### src/rtl/core/btpc_pkg.sv
`timescale 1ns / 1ps
// Package for the bracketed time packet clock.
// Holds the shared constants, the result struct of the packet parser and
// the two-digit decimal helper. No dependencies.
package btpc_pkg;

  localparam int unsigned MAX_DIGITS_DEF = 16;
  localparam int unsigned STORE_DEPTH    = 6;
  localparam int unsigned STORE_IDX_W    = 3;
  localparam int unsigned DIGIT_W        = 4;
  localparam int unsigned TIME_W         = 7;
  localparam int unsigned COUNT_W        = 4;

  localparam logic [7:0] CH_OPEN  = 8'h5B;
  localparam logic [7:0] CH_CLOSE = 8'h5D;
  localparam logic [7:0] CH_COMMA = 8'h2C;
  localparam logic [7:0] CH_ZERO  = 8'h30;
  localparam logic [7:0] CH_NINE  = 8'h39;

  localparam logic OP_BYTE = 1'b0;
  localparam logic OP_TICK = 1'b1;

  localparam logic [TIME_W-1:0] HOUR_RESET   = TIME_W'(8);
  localparam logic [TIME_W-1:0] SEC_PER_MIN  = TIME_W'(60);
  localparam logic [TIME_W-1:0] MIN_PER_HOUR = TIME_W'(60);
  localparam logic [TIME_W-1:0] HOUR_PER_DAY = TIME_W'(24);

  typedef struct packed {
    logic              load;
    logic [TIME_W-1:0] hours;
    logic [TIME_W-1:0] minutes;
    logic [TIME_W-1:0] seconds;
    logic [COUNT_W-1:0] count;
    logic              in_packet;
  } pkt_res_t;

  // Tens digit times ten plus units digit.
  function automatic logic [TIME_W-1:0] two_digit(input logic [DIGIT_W-1:0] tens,
                                                  input logic [DIGIT_W-1:0] units);
    logic [TIME_W-1:0] r;
    r = TIME_W'(tens) * TIME_W'(10) + TIME_W'(units);
    return r;
  endfunction

endpackage

### src/rtl/core/btpc_packet.sv
`timescale 1ns / 1ps
// Packet parser: open/close tracking, digit position and the digit store.
// Depends on btpc_pkg.
module btpc_packet import btpc_pkg::*; #(
  parameter int unsigned MAX_DIGITS = MAX_DIGITS_DEF
) (
  input  logic       clk_i,
  input  logic       rst_ni,
  input  logic       step_i,
  input  logic       op_i,
  input  logic [7:0] byte_i,
  output pkt_res_t   res_o
);

  localparam int unsigned POS_W = $clog2(MAX_DIGITS);

  logic                      recv_q, recv_d;
  logic [POS_W-1:0]          pos_q, pos_d;
  logic [POS_W:0]            pos_inc;
  logic [DIGIT_W-1:0]        store_q [STORE_DEPTH];
  logic [DIGIT_W-1:0]        store_d [STORE_DEPTH];

  always_comb begin
    recv_d  = recv_q;
    pos_d   = pos_q;
    store_d = store_q;
    pos_inc = {1'b0, pos_q} + (POS_W+1)'(1);
    res_o.load  = 1'b0;
    res_o.count = '0;
    if (op_i == OP_BYTE) begin
      if (byte_i == CH_OPEN) begin
        recv_d  = 1'b1;
        pos_d   = '0;
        store_d = '{default: '0};
      end else if (byte_i == CH_CLOSE) begin
        // The store is kept, so a later close without an open reloads it.
        res_o.load  = 1'b1;
        res_o.count = COUNT_W'(pos_q);
        recv_d      = 1'b0;
        pos_d       = '0;
      end else if (recv_q) begin
        if (byte_i inside {[CH_ZERO:CH_NINE]}) begin
          if (pos_q < POS_W'(STORE_DEPTH)) begin
            store_d[pos_q[STORE_IDX_W-1:0]] = byte_i[DIGIT_W-1:0];
          end
          if (pos_inc >= (POS_W+1)'(MAX_DIGITS)) begin
            recv_d  = 1'b0;
            pos_d   = '0;
            store_d = '{default: '0};
          end else begin
            pos_d = pos_inc[POS_W-1:0];
          end
        end else if (byte_i != CH_COMMA) begin
          recv_d  = 1'b0;
          pos_d   = '0;
          store_d = '{default: '0};
        end
      end
    end
    res_o.hours     = two_digit(store_q[0], store_q[1]);
    res_o.minutes   = two_digit(store_q[2], store_q[3]);
    res_o.seconds   = two_digit(store_q[4], store_q[5]);
    res_o.in_packet = recv_d;
  end

  always_ff @(posedge clk_i or negedge rst_ni) begin
    if (!rst_ni) begin
      recv_q  <= 1'b0;
      pos_q   <= '0;
      store_q <= '{default: '0};
    end else if (step_i) begin
      recv_q  <= recv_d;
      pos_q   <= pos_d;
      store_q <= store_d;
    end
  end

endmodule

### src/rtl/core/btpc_clock.sv
`timescale 1ns / 1ps
// Time-of-day counters: load from a closed packet or advance by one second.
// Depends on btpc_pkg.
module btpc_clock import btpc_pkg::*; (
  input  logic              clk_i,
  input  logic              rst_ni,
  input  logic              step_i,
  input  logic              tick_i,
  input  pkt_res_t          pkt_i,
  output logic [TIME_W-1:0] hours_o,
  output logic [TIME_W-1:0] minutes_o,
  output logic [TIME_W-1:0] seconds_o
);

  logic [TIME_W-1:0] hour_q, hour_d;
  logic [TIME_W-1:0] min_q, min_d;
  logic [TIME_W-1:0] sec_q, sec_d;
  logic [TIME_W-1:0] sec_inc, min_inc, hour_inc;

  always_comb begin
    hour_d   = hour_q;
    min_d    = min_q;
    sec_d    = sec_q;
    sec_inc  = sec_q + TIME_W'(1);
    min_inc  = min_q + TIME_W'(1);
    hour_inc = hour_q + TIME_W'(1);
    if (tick_i) begin
      // Loaded values may be out of range; any value at or above the
      // limit wraps to zero on the next carry.
      if (sec_inc >= SEC_PER_MIN) begin
        sec_d = '0;
        if (min_inc >= MIN_PER_HOUR) begin
          min_d  = '0;
          hour_d = (hour_inc >= HOUR_PER_DAY) ? '0 : hour_inc;
        end else begin
          min_d = min_inc;
        end
      end else begin
        sec_d = sec_inc;
      end
    end else if (pkt_i.load) begin
      hour_d = pkt_i.hours;
      min_d  = pkt_i.minutes;
      sec_d  = pkt_i.seconds;
    end
  end

  always_ff @(posedge clk_i or negedge rst_ni) begin
    if (!rst_ni) begin
      hour_q <= HOUR_RESET;
      min_q  <= '0;
      sec_q  <= '0;
    end else if (step_i) begin
      hour_q <= hour_d;
      min_q  <= min_d;
      sec_q  <= sec_d;
    end
  end

  assign hours_o   = hour_d;
  assign minutes_o = min_d;
  assign seconds_o = sec_d;

endmodule

### src/rtl/core/bracketed_time_packet_clock_unit.sv
`timescale 1ns / 1ps
// Time-of-day clock set by bracketed serial packets such as "[hh,mm,ss]".
// Each input beat is either a received byte or a one-second tick, and each
// beat yields exactly one result beat carrying the time after that step.
// A beat passes an input register and then the parser and counter logic
// into the result register, and one beat is taken every cycle unless the
// result stalls; while a finished result waits under stall the input
// register still takes one more beat, and the input stalls only once both
// registers hold a beat. Depends on btpc_pkg, btpc_packet, btpc_clock.
module bracketed_time_packet_clock_unit import btpc_pkg::*; #(
  parameter int unsigned MAX_DIGITS = MAX_DIGITS_DEF
) (
  input  logic               clk_i,
  input  logic               rst_ni,
  input  logic               in_valid_i,
  output logic               in_stall_o,
  input  logic               operation_i,
  input  logic [7:0]         rx_byte_i,
  output logic               out_valid_o,
  input  logic               out_stall_i,
  output logic [TIME_W-1:0]  hours_o,
  output logic [TIME_W-1:0]  minutes_o,
  output logic [TIME_W-1:0]  seconds_o,
  output logic               time_loaded_o,
  output logic [COUNT_W-1:0] digit_count_o,
  output logic               in_packet_o
);

  logic              in_valid_q, in_valid_d;
  logic              op_q;
  logic [7:0]        byte_q;
  logic              out_valid_q, out_valid_d;
  logic              accept, advance;
  pkt_res_t          pkt_res;
  logic [TIME_W-1:0] hours_d, minutes_d, seconds_d;
  logic [TIME_W-1:0] hours_q, minutes_q, seconds_q;
  logic              loaded_q;
  logic [COUNT_W-1:0] count_q;
  logic              in_packet_q;

  // A held beat moves on when the result register is empty or being drained.
  assign advance    = in_valid_q && (!out_valid_q || !out_stall_i);
  assign in_stall_o = in_valid_q && !advance;
  assign accept     = in_valid_i && !in_stall_o;
  assign in_valid_d = accept || (in_valid_q && !advance);
  assign out_valid_d = advance || (out_valid_q && out_stall_i);

  always_ff @(posedge clk_i or negedge rst_ni) begin
    if (!rst_ni) begin
      in_valid_q  <= 1'b0;
      out_valid_q <= 1'b0;
    end else begin
      in_valid_q  <= in_valid_d;
      out_valid_q <= out_valid_d;
    end
  end

  always_ff @(posedge clk_i) begin
    if (accept) begin
      op_q   <= operation_i;
      byte_q <= rx_byte_i;
    end
  end

  btpc_packet #(
    .MAX_DIGITS(MAX_DIGITS)
  ) u_packet (
    .clk_i  (clk_i),
    .rst_ni (rst_ni),
    .step_i (advance),
    .op_i   (op_q),
    .byte_i (byte_q),
    .res_o  (pkt_res)
  );

  btpc_clock u_clock (
    .clk_i     (clk_i),
    .rst_ni    (rst_ni),
    .step_i    (advance),
    .tick_i    (op_q == OP_TICK),
    .pkt_i     (pkt_res),
    .hours_o   (hours_d),
    .minutes_o (minutes_d),
    .seconds_o (seconds_d)
  );

  always_ff @(posedge clk_i) begin
    if (advance) begin
      hours_q     <= hours_d;
      minutes_q   <= minutes_d;
      seconds_q   <= seconds_d;
      loaded_q    <= pkt_res.load;
      count_q     <= pkt_res.count;
      in_packet_q <= pkt_res.in_packet;
    end
  end

  assign out_valid_o   = out_valid_q;
  assign hours_o       = hours_q;
  assign minutes_o     = minutes_q;
  assign seconds_o     = seconds_q;
  assign time_loaded_o = loaded_q;
  assign digit_count_o = count_q;
  assign in_packet_o   = in_packet_q;

`ifndef ASSERT_OFF
  a_stall_needs_held_beat: assert property (@(posedge clk_i) disable iff (!rst_ni)
    in_stall_o |-> in_valid_q) else $error("input stalled with no held beat");

  a_advance_fills_result: assert property (@(posedge clk_i) disable iff (!rst_ni)
    advance |=> out_valid_q) else $error("result register not filled after advance");

  a_load_closes_packet: assert property (@(posedge clk_i) disable iff (!rst_ni)
    (out_valid_o && time_loaded_o) |-> !in_packet_o)
    else $error("packet still open after a load");

  a_count_only_on_load: assert property (@(posedge clk_i) disable iff (!rst_ni)
    (out_valid_o && (digit_count_o != '0)) |-> time_loaded_o)
    else $error("digit count reported without a load");
`endif

endmodule

### config.mk
export PLATFORM = sky130hd
export DESIGN_NAME = bracketed_time_packet_clock_unit
export DESIGN_NICKNAME = d
export VERILOG_FILES = /design/src/rtl/core/btpc_pkg.sv /design/src/rtl/core/btpc_packet.sv /design/src/rtl/core/btpc_clock.sv /design/src/rtl/core/bracketed_time_packet_clock_unit.sv
export SDC_FILE = /design/constraint.sdc
export NUM_CORES = 1
export LEC_CHECK = 0
export ABC_AREA = 1
export BUFFER_PORTS_ARGS = -buffer_cell sky130_fd_sc_hd__buf_2
export CAP_MARGIN = 20
export CELL_PAD_IN_SITES_DETAIL_PLACEMENT = 0
export CELL_PAD_IN_SITES_GLOBAL_PLACEMENT = 1
export CORE_ASPECT_RATIO = 0.75
export CORE_UTILIZATION = 28
export CTS_CLUSTER_DIAMETER = 60
export DETAILED_ROUTE_END_ITERATION = 10
export GPL_ROUTABILITY_DRIVEN = 0
export PLACE_DENSITY_LB_ADDON = 0.25
export SLEW_MARGIN = 0
export SYNTH_ARGS = -nofsm -noshare
export SYNTH_HDL_FRONTEND = slang
export SYNTH_SLANG_ARGS = --single-unit
### constraint.sdc
create_clock -name clk_i -period 6.3 [get_ports clk_i]
set_input_delay 0.63 -clock clk_i [delete_from_list [all_inputs] [get_ports clk_i]]
set_output_delay 0.63 -clock clk_i [all_outputs]
set_load 0.03 [all_outputs]
==> flow_summary.json, run 1 <==
{
  "hp-class": "in -> async",
  "synth-edff-count": 36,
  "grt_pass1_wl_mm": 21.3,
  "path_delay_family": "simple AND/OR/NAND/NOR gates",
  "clkLatencyLatePin_ns": 0.35,
  "endpoint_kind": "flop",
  "cap_violations": 0,
  "die_area_mm2": 0.0191,
  "clock_sinks": 88,
  "worstPathArrival_ns": 2.51,
  "synth-seq-cells": 88,
  "first_global_vias": 4113,
  "tns_ns": 0,
  "drc_errors": 0,
  "ir_drop_v": 0.000104,
  "worst_slew_pin_slew_ns": 0.724,
  "finalCriticalPeriod_ns": 2.41,
  "max_freq_mhz": 415,
  "place.detailed.hpwl_mm": 8.80,
  "synth_cell_type_count": 40,
  "grtUsageTotal": 0.144,
  "fillers": 1876,
  "relSlewSlack": 0.518,
  "crit_chain": "nand2_1 > inv_1 > nand4_1 > buf_4 > nor2_1 > inv_2 > o21ai_1 > o21ai_2",
  "synth_top_cell_by_area": "dfrtp_1",
  "drt_iter0_drc": 191,
  "yosys.area.top_type_share": 0.246,
  "gr-total-overflow": 0,
  "yosysMostFrequentCell": "nand2_1",
  "antenna_found_initial": 0,
  "antennaDiodeCount": 0,
  "wl_per_cell_um": 13.9,
  "drive_above_1_share": 0.169,
  "cts_max_level": 3,
  "crit_type": "reg -> reg",
  "coreArea_mm2": 0.0179,
  "yosysWarnings": 0,
  "synth.net_count": 662,
  "cts_max_path_buffers": 2,
  "final_nets": 703,
  "ant_nets": 0,
  "cts_resized": 0,
  "synth-main-ff-cell": "dfrtp_1",
  "post-cts-setup-buffer-count": 0,
  "start_util": 0.290,
  "seq_area_frac_synth": 0.459,
  "syn_area_per_cell_um2": 8.37,
  "drt_wl_total_mm": 12.6,
  "cp_max_fo": 21,
  "rsz0062_at_grt": "false",
  "finalClockSkew_ns": 0.00831,
  "crit_path_max_incr_delay_ns": 0.58,
  "synthTopCellsByCount": "nand2_1, dfrtp_1, inv_1",
  "cp-start-kind": "flop",
  "via_per_inst": 4.62,
  "power_density_mw_per_mm2": 278,
  "ys_top_cells_by_area": "dfrtp_1, edfxtp_1, nand2_1, ha_1, nand3_1",
  "finalHoldViolations": 0,
  "finalCritPeriodShare": 0.382,
  "syn_to_final_growth_pct": 15.0,
  "num_rows": 42,
  "cp_num_buf_inv": 3,
  "drt_pass1_iterations": 7,
  "cts_buffers": 9,
  "fin_util": 0.333,
  "syn-cell-area_mm2": 0.00520,
  "r2r_cells": 8,
  "rrSetupSlack_ns": 3.89,
  "vias": 4203,
  "worstReg2RegStart": "byte_q[2]",
  "fp.dieW_um": 159,
  "r2r-end": "hours_o[6]",
  "slew_violations": 0,
  "power_leakage_nw": 2.67,
  "clockRootBuffer": "clkbuf_16",
  "clkTransAtPathRegs_ns": 0.07,
  "cts_tree": "done",
  "holdBufCountCts": 0,
  "die_y_um": 120,
  "setup_viol": 0,
  "worst_ep_required_time_ns": 6.40,
  "synth_cells": 621,
  "async_reset_ff_frac": 0.591,
  "io_pins": 42,
  "status": "complete, no violations",
  "grt_max_degree": 58,
  "io_buffers": 41,
  "slowest_stage": "edfxtp_1"
}
==> registers in the layout, summed over array words and instances, names as in the netlist, 4 cells and up <==
register / count
u_packet.pos_q: 4
u_clock.min_q: 7
hours_o: 7
minutes_o: 7
byte_q: 8
u_packet.store_q: 24
u_clock.hour_q: 7
digit_count_o: 4
seconds_o: 7
u_clock.sec_q: 7
==> where the power goes <==
part	leakage (nW)	switching [W]	total [W]	internal, W
logic	1.47	0.000245	0.000361	0.000116
clock network	0.143	0.000238	0.000547	0.000310
registers	1.05	0.0000721	0.000754	0.000682
==> cells in the final DEF (no fill, tap or decap), drive strengths merged <==
cell type / instances
buf: 46
nand3: 44
o22ai: 2
nand4: 10
xor2: 12
a21oi: 15
and3: 1
nor2: 46
a31oi: 1
o211ai: 6
clkinv: 6
fa: 6
dfrtp: 51
bufinv: 1
dfstp: 1
xnor2: 3
o21ai: 63
and2: 4
ha: 22
edfxtp: 36
o21bai: 1
nand2: 206
o21a: 1
nor3: 4
or2: 2
inv: 62
clkinvlp: 1
clkbuf: 10
nor4: 4
==> worst max path at each step <==
stage / start / endpoint / slack [ns] / cells after the start
floorplan: out_stall_i / digit_count_o[0] / 3.99 / 4
global placement: byte_q[2] / u_clock.min_q[5] / 3.86 / 10
detailed placement: byte_q[2] / u_clock.min_q[5] / 3.86 / 10
CTS: byte_q[2] / u_clock.min_q[5] / 3.85 / 10
global route: byte_q[2] / u_clock.min_q[5] / 3.71 / 10
finish: byte_q[2] / hours_o[6] / 3.89 / 8
==> per-layer routing <==
metal,vias up,wire [µm],GRT usage
met4,0,110,0.0306
li1,2125,-,-
met1,1979,6590,0.203
met2,89,5370,0.220
met5,-,0,0
met3,10,560,0.0398
==> cell families after synthesis <==
logic type                 Yosys count  synth area share
AOI/OAI and AO/OA                   89             0.111
adders and majority gates           28            0.0761
DFF                                 88             0.459
xor gates and xnor gates            15            0.0253
and+or+nand+nor                    321             0.268
buffers and inverters               80            0.0609
==> stage by stage <==
step | power [W] | setup slack [ns] | hold WS (ns) | instance area, µm² | std cells
floorplan | 0.00102 | 3.99 | 0.334 | 5200 | 621
global placement | 0.00112 | 3.86 | 0.475 | 5660 | 892
detailed placement | 0.00112 | 3.86 | 0.487 | 5660 | 892
CTS | 0.00168 | 3.85 | 0.434 | 5960 | 908
global route | 0.00176 | 3.71 | 0.432 | 5980 | 909
finish | 0.00166 | 3.89 | 0.387 | 5980 | 909
==> final cells by class <==
type / instances / area (µm²) / share of cell area
clock inverters: 6 / 68.8 / 0.0115
repair buffers: 46 / 255 / 0.0427
inverters: 64 / 240 / 0.0402
clock buffers: 10 / 229 / 0.0383
well taps: 242 / 303 / 0.0507
multi-input cells: 453 / 2500 / 0.418
flip-flops and latches: 88 / 2380 / 0.399
==> worst reg2reg max path, delay by kind of cell (launching register included) <==
kind,cells,cell delay (ns)
compound gates,2,0.30
buf+inv,3,0.58
flops,1,0.58
simple gates,3,0.68
No activity file was read; power rests on OpenSTA's default activity.
==> run 2: changes to the inputs <==
--- a/config.mk
+++ b/config.mk
@@ -5,7 +5,7 @@
 export SDC_FILE = /design/constraint.sdc
 export NUM_CORES = 1
 export LEC_CHECK = 0
-export ABC_AREA = 1
+export ABC_AREA = 0
 export BUFFER_PORTS_ARGS = -buffer_cell sky130_fd_sc_hd__buf_2
 export CAP_MARGIN = 20
 export CELL_PAD_IN_SITES_DETAIL_PLACEMENT = 0
==> constraint.sdc (replaced) <==
create_clock -name clk_i -period 2.2 [get_ports clk_i]
set_input_delay 0.22 -clock clk_i [delete_from_list [all_inputs] [get_ports clk_i]]
set_output_delay 0.22 -clock clk_i [all_outputs]
set_load 0.03 [all_outputs]
==> run 2 against run 1 <==
Effect of this change: the run now ends with negative setup slack left; clock power rose to 2.8 times the previous value; worst setup slack got worse by 4.0 ns; die area fell by 0.76%; worst hold slack got worse by 0.35 ns; first-iteration DRC count rose by 60%; sequential cell count did not move; design area rose by 13%; critical endpoint is now minutes_o[6]; largest cell class unchanged; largest power group unchanged.
==> flow_summary.json, run 2 <==
{
  "status": "complete, but fails checks",
  "violations": "negative setup slack",
  "seq_area_frac_synth": 0.462,
  "worstPathArrival_ns": 2.49,
  "num_rows": 42,
  "synth-main-ff-cell": "dfrtp_1",
  "ir_drop_v": 0.000314,
  "cap_violations": 0,
  "ys_top_cells_by_area": "dfrtp_1, edfxtp_1, nand2_1, ha_1, o21ai_0",
  "slowest_stage": "fa_2",
  "first_global_vias": 4353,
  "instances_no_fill": 912,
  "layout_commonest_cell": "nand2_1",
  "path_delay_family": "adder cells",
  "drc_errors": 0,
  "async_reset_ff_frac": 0.591,
  "final_cell_mix": "nand2_1, buf_4, dfrtp_1",
  "drt_pass1_iterations": 4,
  "io_buffers": 41,
  "wl_per_cell_um": 16.2,
  "synth_top_cell_by_area": "dfrtp_1",
  "gr-total-overflow": 0,
  "setup_ws_ns": -0.0901,
  "synth-edff-count": 36,
  "cts_max_path_buffers": 2,
  "rsz0062_at_grt": "true",
  "ant_nets": 0,
  "met2_usage": 0.239,
  "syn_to_final_growth_pct": 31.1,
  "antennaDiodeCount": 0,
  "endpoint_kind": "flop",
  "clkTransAtPathRegs_ns": 0.07,
  "synth_cells": 559,
  "slew_violations": 0,
  "fin_util": 0.379,
  "finalClockSkew_ns": 0.0116,
  "coreArea_mm2": 0.0178,
  "finalCriticalPeriod_ns": 2.29,
  "synth.net_count": 600,
  "yosysMostFrequentCell": "nand2_1",
  "tns_ns": -0.302,
  "cts_buffers": 9,
  "place.detailed.hpwl_mm": 9.99,
  "syn-cell-area_mm2": 0.00516,
  "largest_reg_flops": 24,
  "via_per_inst": 4.94,
  "drive_above_1_share": 0.291,
  "finalCritPeriodShare": 1.04,
  "fp.dieW_um": 159,
  "power_leakage_nw": 2.91,
  "top_register": "u_packet.store_q",
  "hp-class": "in -> reg",
  "vias": 4504,
  "drt_iter0_drc": 305,
  "crit_type": "reg -> reg",
  "yosysWarnings": 0,
  "grt_pass1_wl_mm": 23.3,
  "cts_tree": "done",
  "crit_path_max_incr_delay_ns": 0.54,
  "dp_cells": 882,
  "worst_slew_pin_slew_ns": 0.442,
  "gr-usage-met1": 0.236,
  "setup_viol": 7,
  "worst_ep_required_time_ns": 2.40,
  "drt_wl_total_mm": 14.8,
  "grt_max_degree": 53,
  "clock_sinks": 88,
  "antenna_found_initial": 0,
  "yosys.area.top_type_share": 0.248,
  "crit_chain": "ha_1 > ha_2 > fa_2 > nand2_1 > or3_1 > a21oi_2 > a21oi_2 > o22ai_1",
  "max_freq_mhz": 437,
  "grt_busiest_layer": "met2",
  "die_area_mm2": 0.0190,
  "relSlewSlack": 0.706,
  "synthTopCellsByCount": "nand2_1, o21ai_0, dfrtp_1",
  "power_density_mw_per_mm2": 704,
  "clkLatencyLatePin_ns": 0.35,
  "synth-seq-cells": 88,
  "synth_cell_type_count": 60,
  "cp-start-kind": "flop",
  "start_util": 0.289,
  "finalHoldViolations": 0,
  "cp_num_buf_inv": 0,
  "grtUsageTotal": 0.163,
  "syn_area_per_cell_um2": 9.22,
  "cts_max_level": 3,
  "use_met3": 0.0401,
  "die_y_um": 120,
  "clockRootBuffer": "clkbuf_16",
  "final_nets": 706,
  "io_pins": 42,
  "cp_max_fo": 2,
  "cpMostUsedCell": "a21oi_2",
  "top_regs": "u_packet.store_q x24, byte_q x8"
}
-- run 2: cell count changes after synthesis, sizes merged, moves of 8 or more --
cell,before,now
nand2,206,91
inv,61,20
nand3,44,19
a21oi,15,38
clkbuf,8,25
nor3,4,14
a21o,0,8
nor2,46,38
-- run 2: final cells by class --
cell class | instances | area [µm²]
Clock buffer | 11 | 254
Inverter | 21 | 78.8
Multi-Input combinational cell | 419 | 2800
Sequential cell | 88 | 2380
Timing Repair Buffer | 126 | 901
Clock inverter | 5 | 36.3
Fill cell | 1798 | 11100
Tap cell | 242 | 303
-- run 2: kinds of logic after synthesis --
family / Yosys count / synth area share
buf+inv: 52 / 0.0403
mux: 3 / 0.00607
flops: 88 / 0.462
fa+ha+maj: 28 / 0.0767
xor+xnor: 20 / 0.0340
simple gates: 208 / 0.190
compound gates: 160 / 0.191
-- run 2: metal layers --
layer | part of all wire | wire length (µm)
met1 | 0.51 | 7500
met2 | 0.43 | 6410
met3 | 0.047 | 698
met4 | 0.012 | 173
met5 | 0 | 0
-- run 2: worst reg2reg max path: stages, from the launching register on --
cell and delay (ns):
dfrtp_1 0.39, ha_1 0.30, ha_2 0.18, fa_2 0.54
nand2_1 0.06, or3_1 0.32, a21oi_2 0.14, a21oi_2 0.05
o22ai_1 0.15
-- run 2: final timing paths --
kind / startpoint / endpoint / slack [ns] / cells after the start
max in group asynchronous: rst_ni / u_clock.hour_q[3] / 1.49 / 3
hold / removal: rx_byte_i[2] / byte_q[2] / 0.04 / 1
min in group asynchronous: rst_ni / u_clock.sec_q[4] / 0.39 / 3
setup / recovery: u_packet.store_q[13] / minutes_o[6] / -0.09 / 8
setup reg to reg: u_packet.store_q[13] / minutes_o[6] / -0.09 / 8
hold reg to reg: in_valid_q / out_valid_o / 0.48 / 1
-- run 2: timing repair --
action                                  4_1_cts  5_1_grt
endpoints found under the setup margin       21       43
gates cloned                                  0        1
hold buffers                                  1        0
hold endpoints to repair                     51        0
pin swaps                                    12       17
resized for setup                            15       52
setup buffers                                 2       10
-- run 2: where the power goes --
group	internal [W]	switching [W]	total [W]
logic	0.000497	0.000657	0.00115
registers	0.00189	0.000162	0.00205
clock network	0.000843	0.000705	0.00155
-- run 2: through the flow --
stage	area (µm²)	hold slack, ns	total power [W]	setup slack [ns]
after CTS	6470	0.0290	0.00465	-0.0889
after detailed placement	6100	0.244	0.00307	-0.112
final	6760	0.0399	0.00475	-0.0901
after global placement	6100	0.242	0.00306	-0.0560
after floorplan	5170	-0.0756	0.00270	-0.0171
after global routing	6760	0.0208	0.00500	-0.181
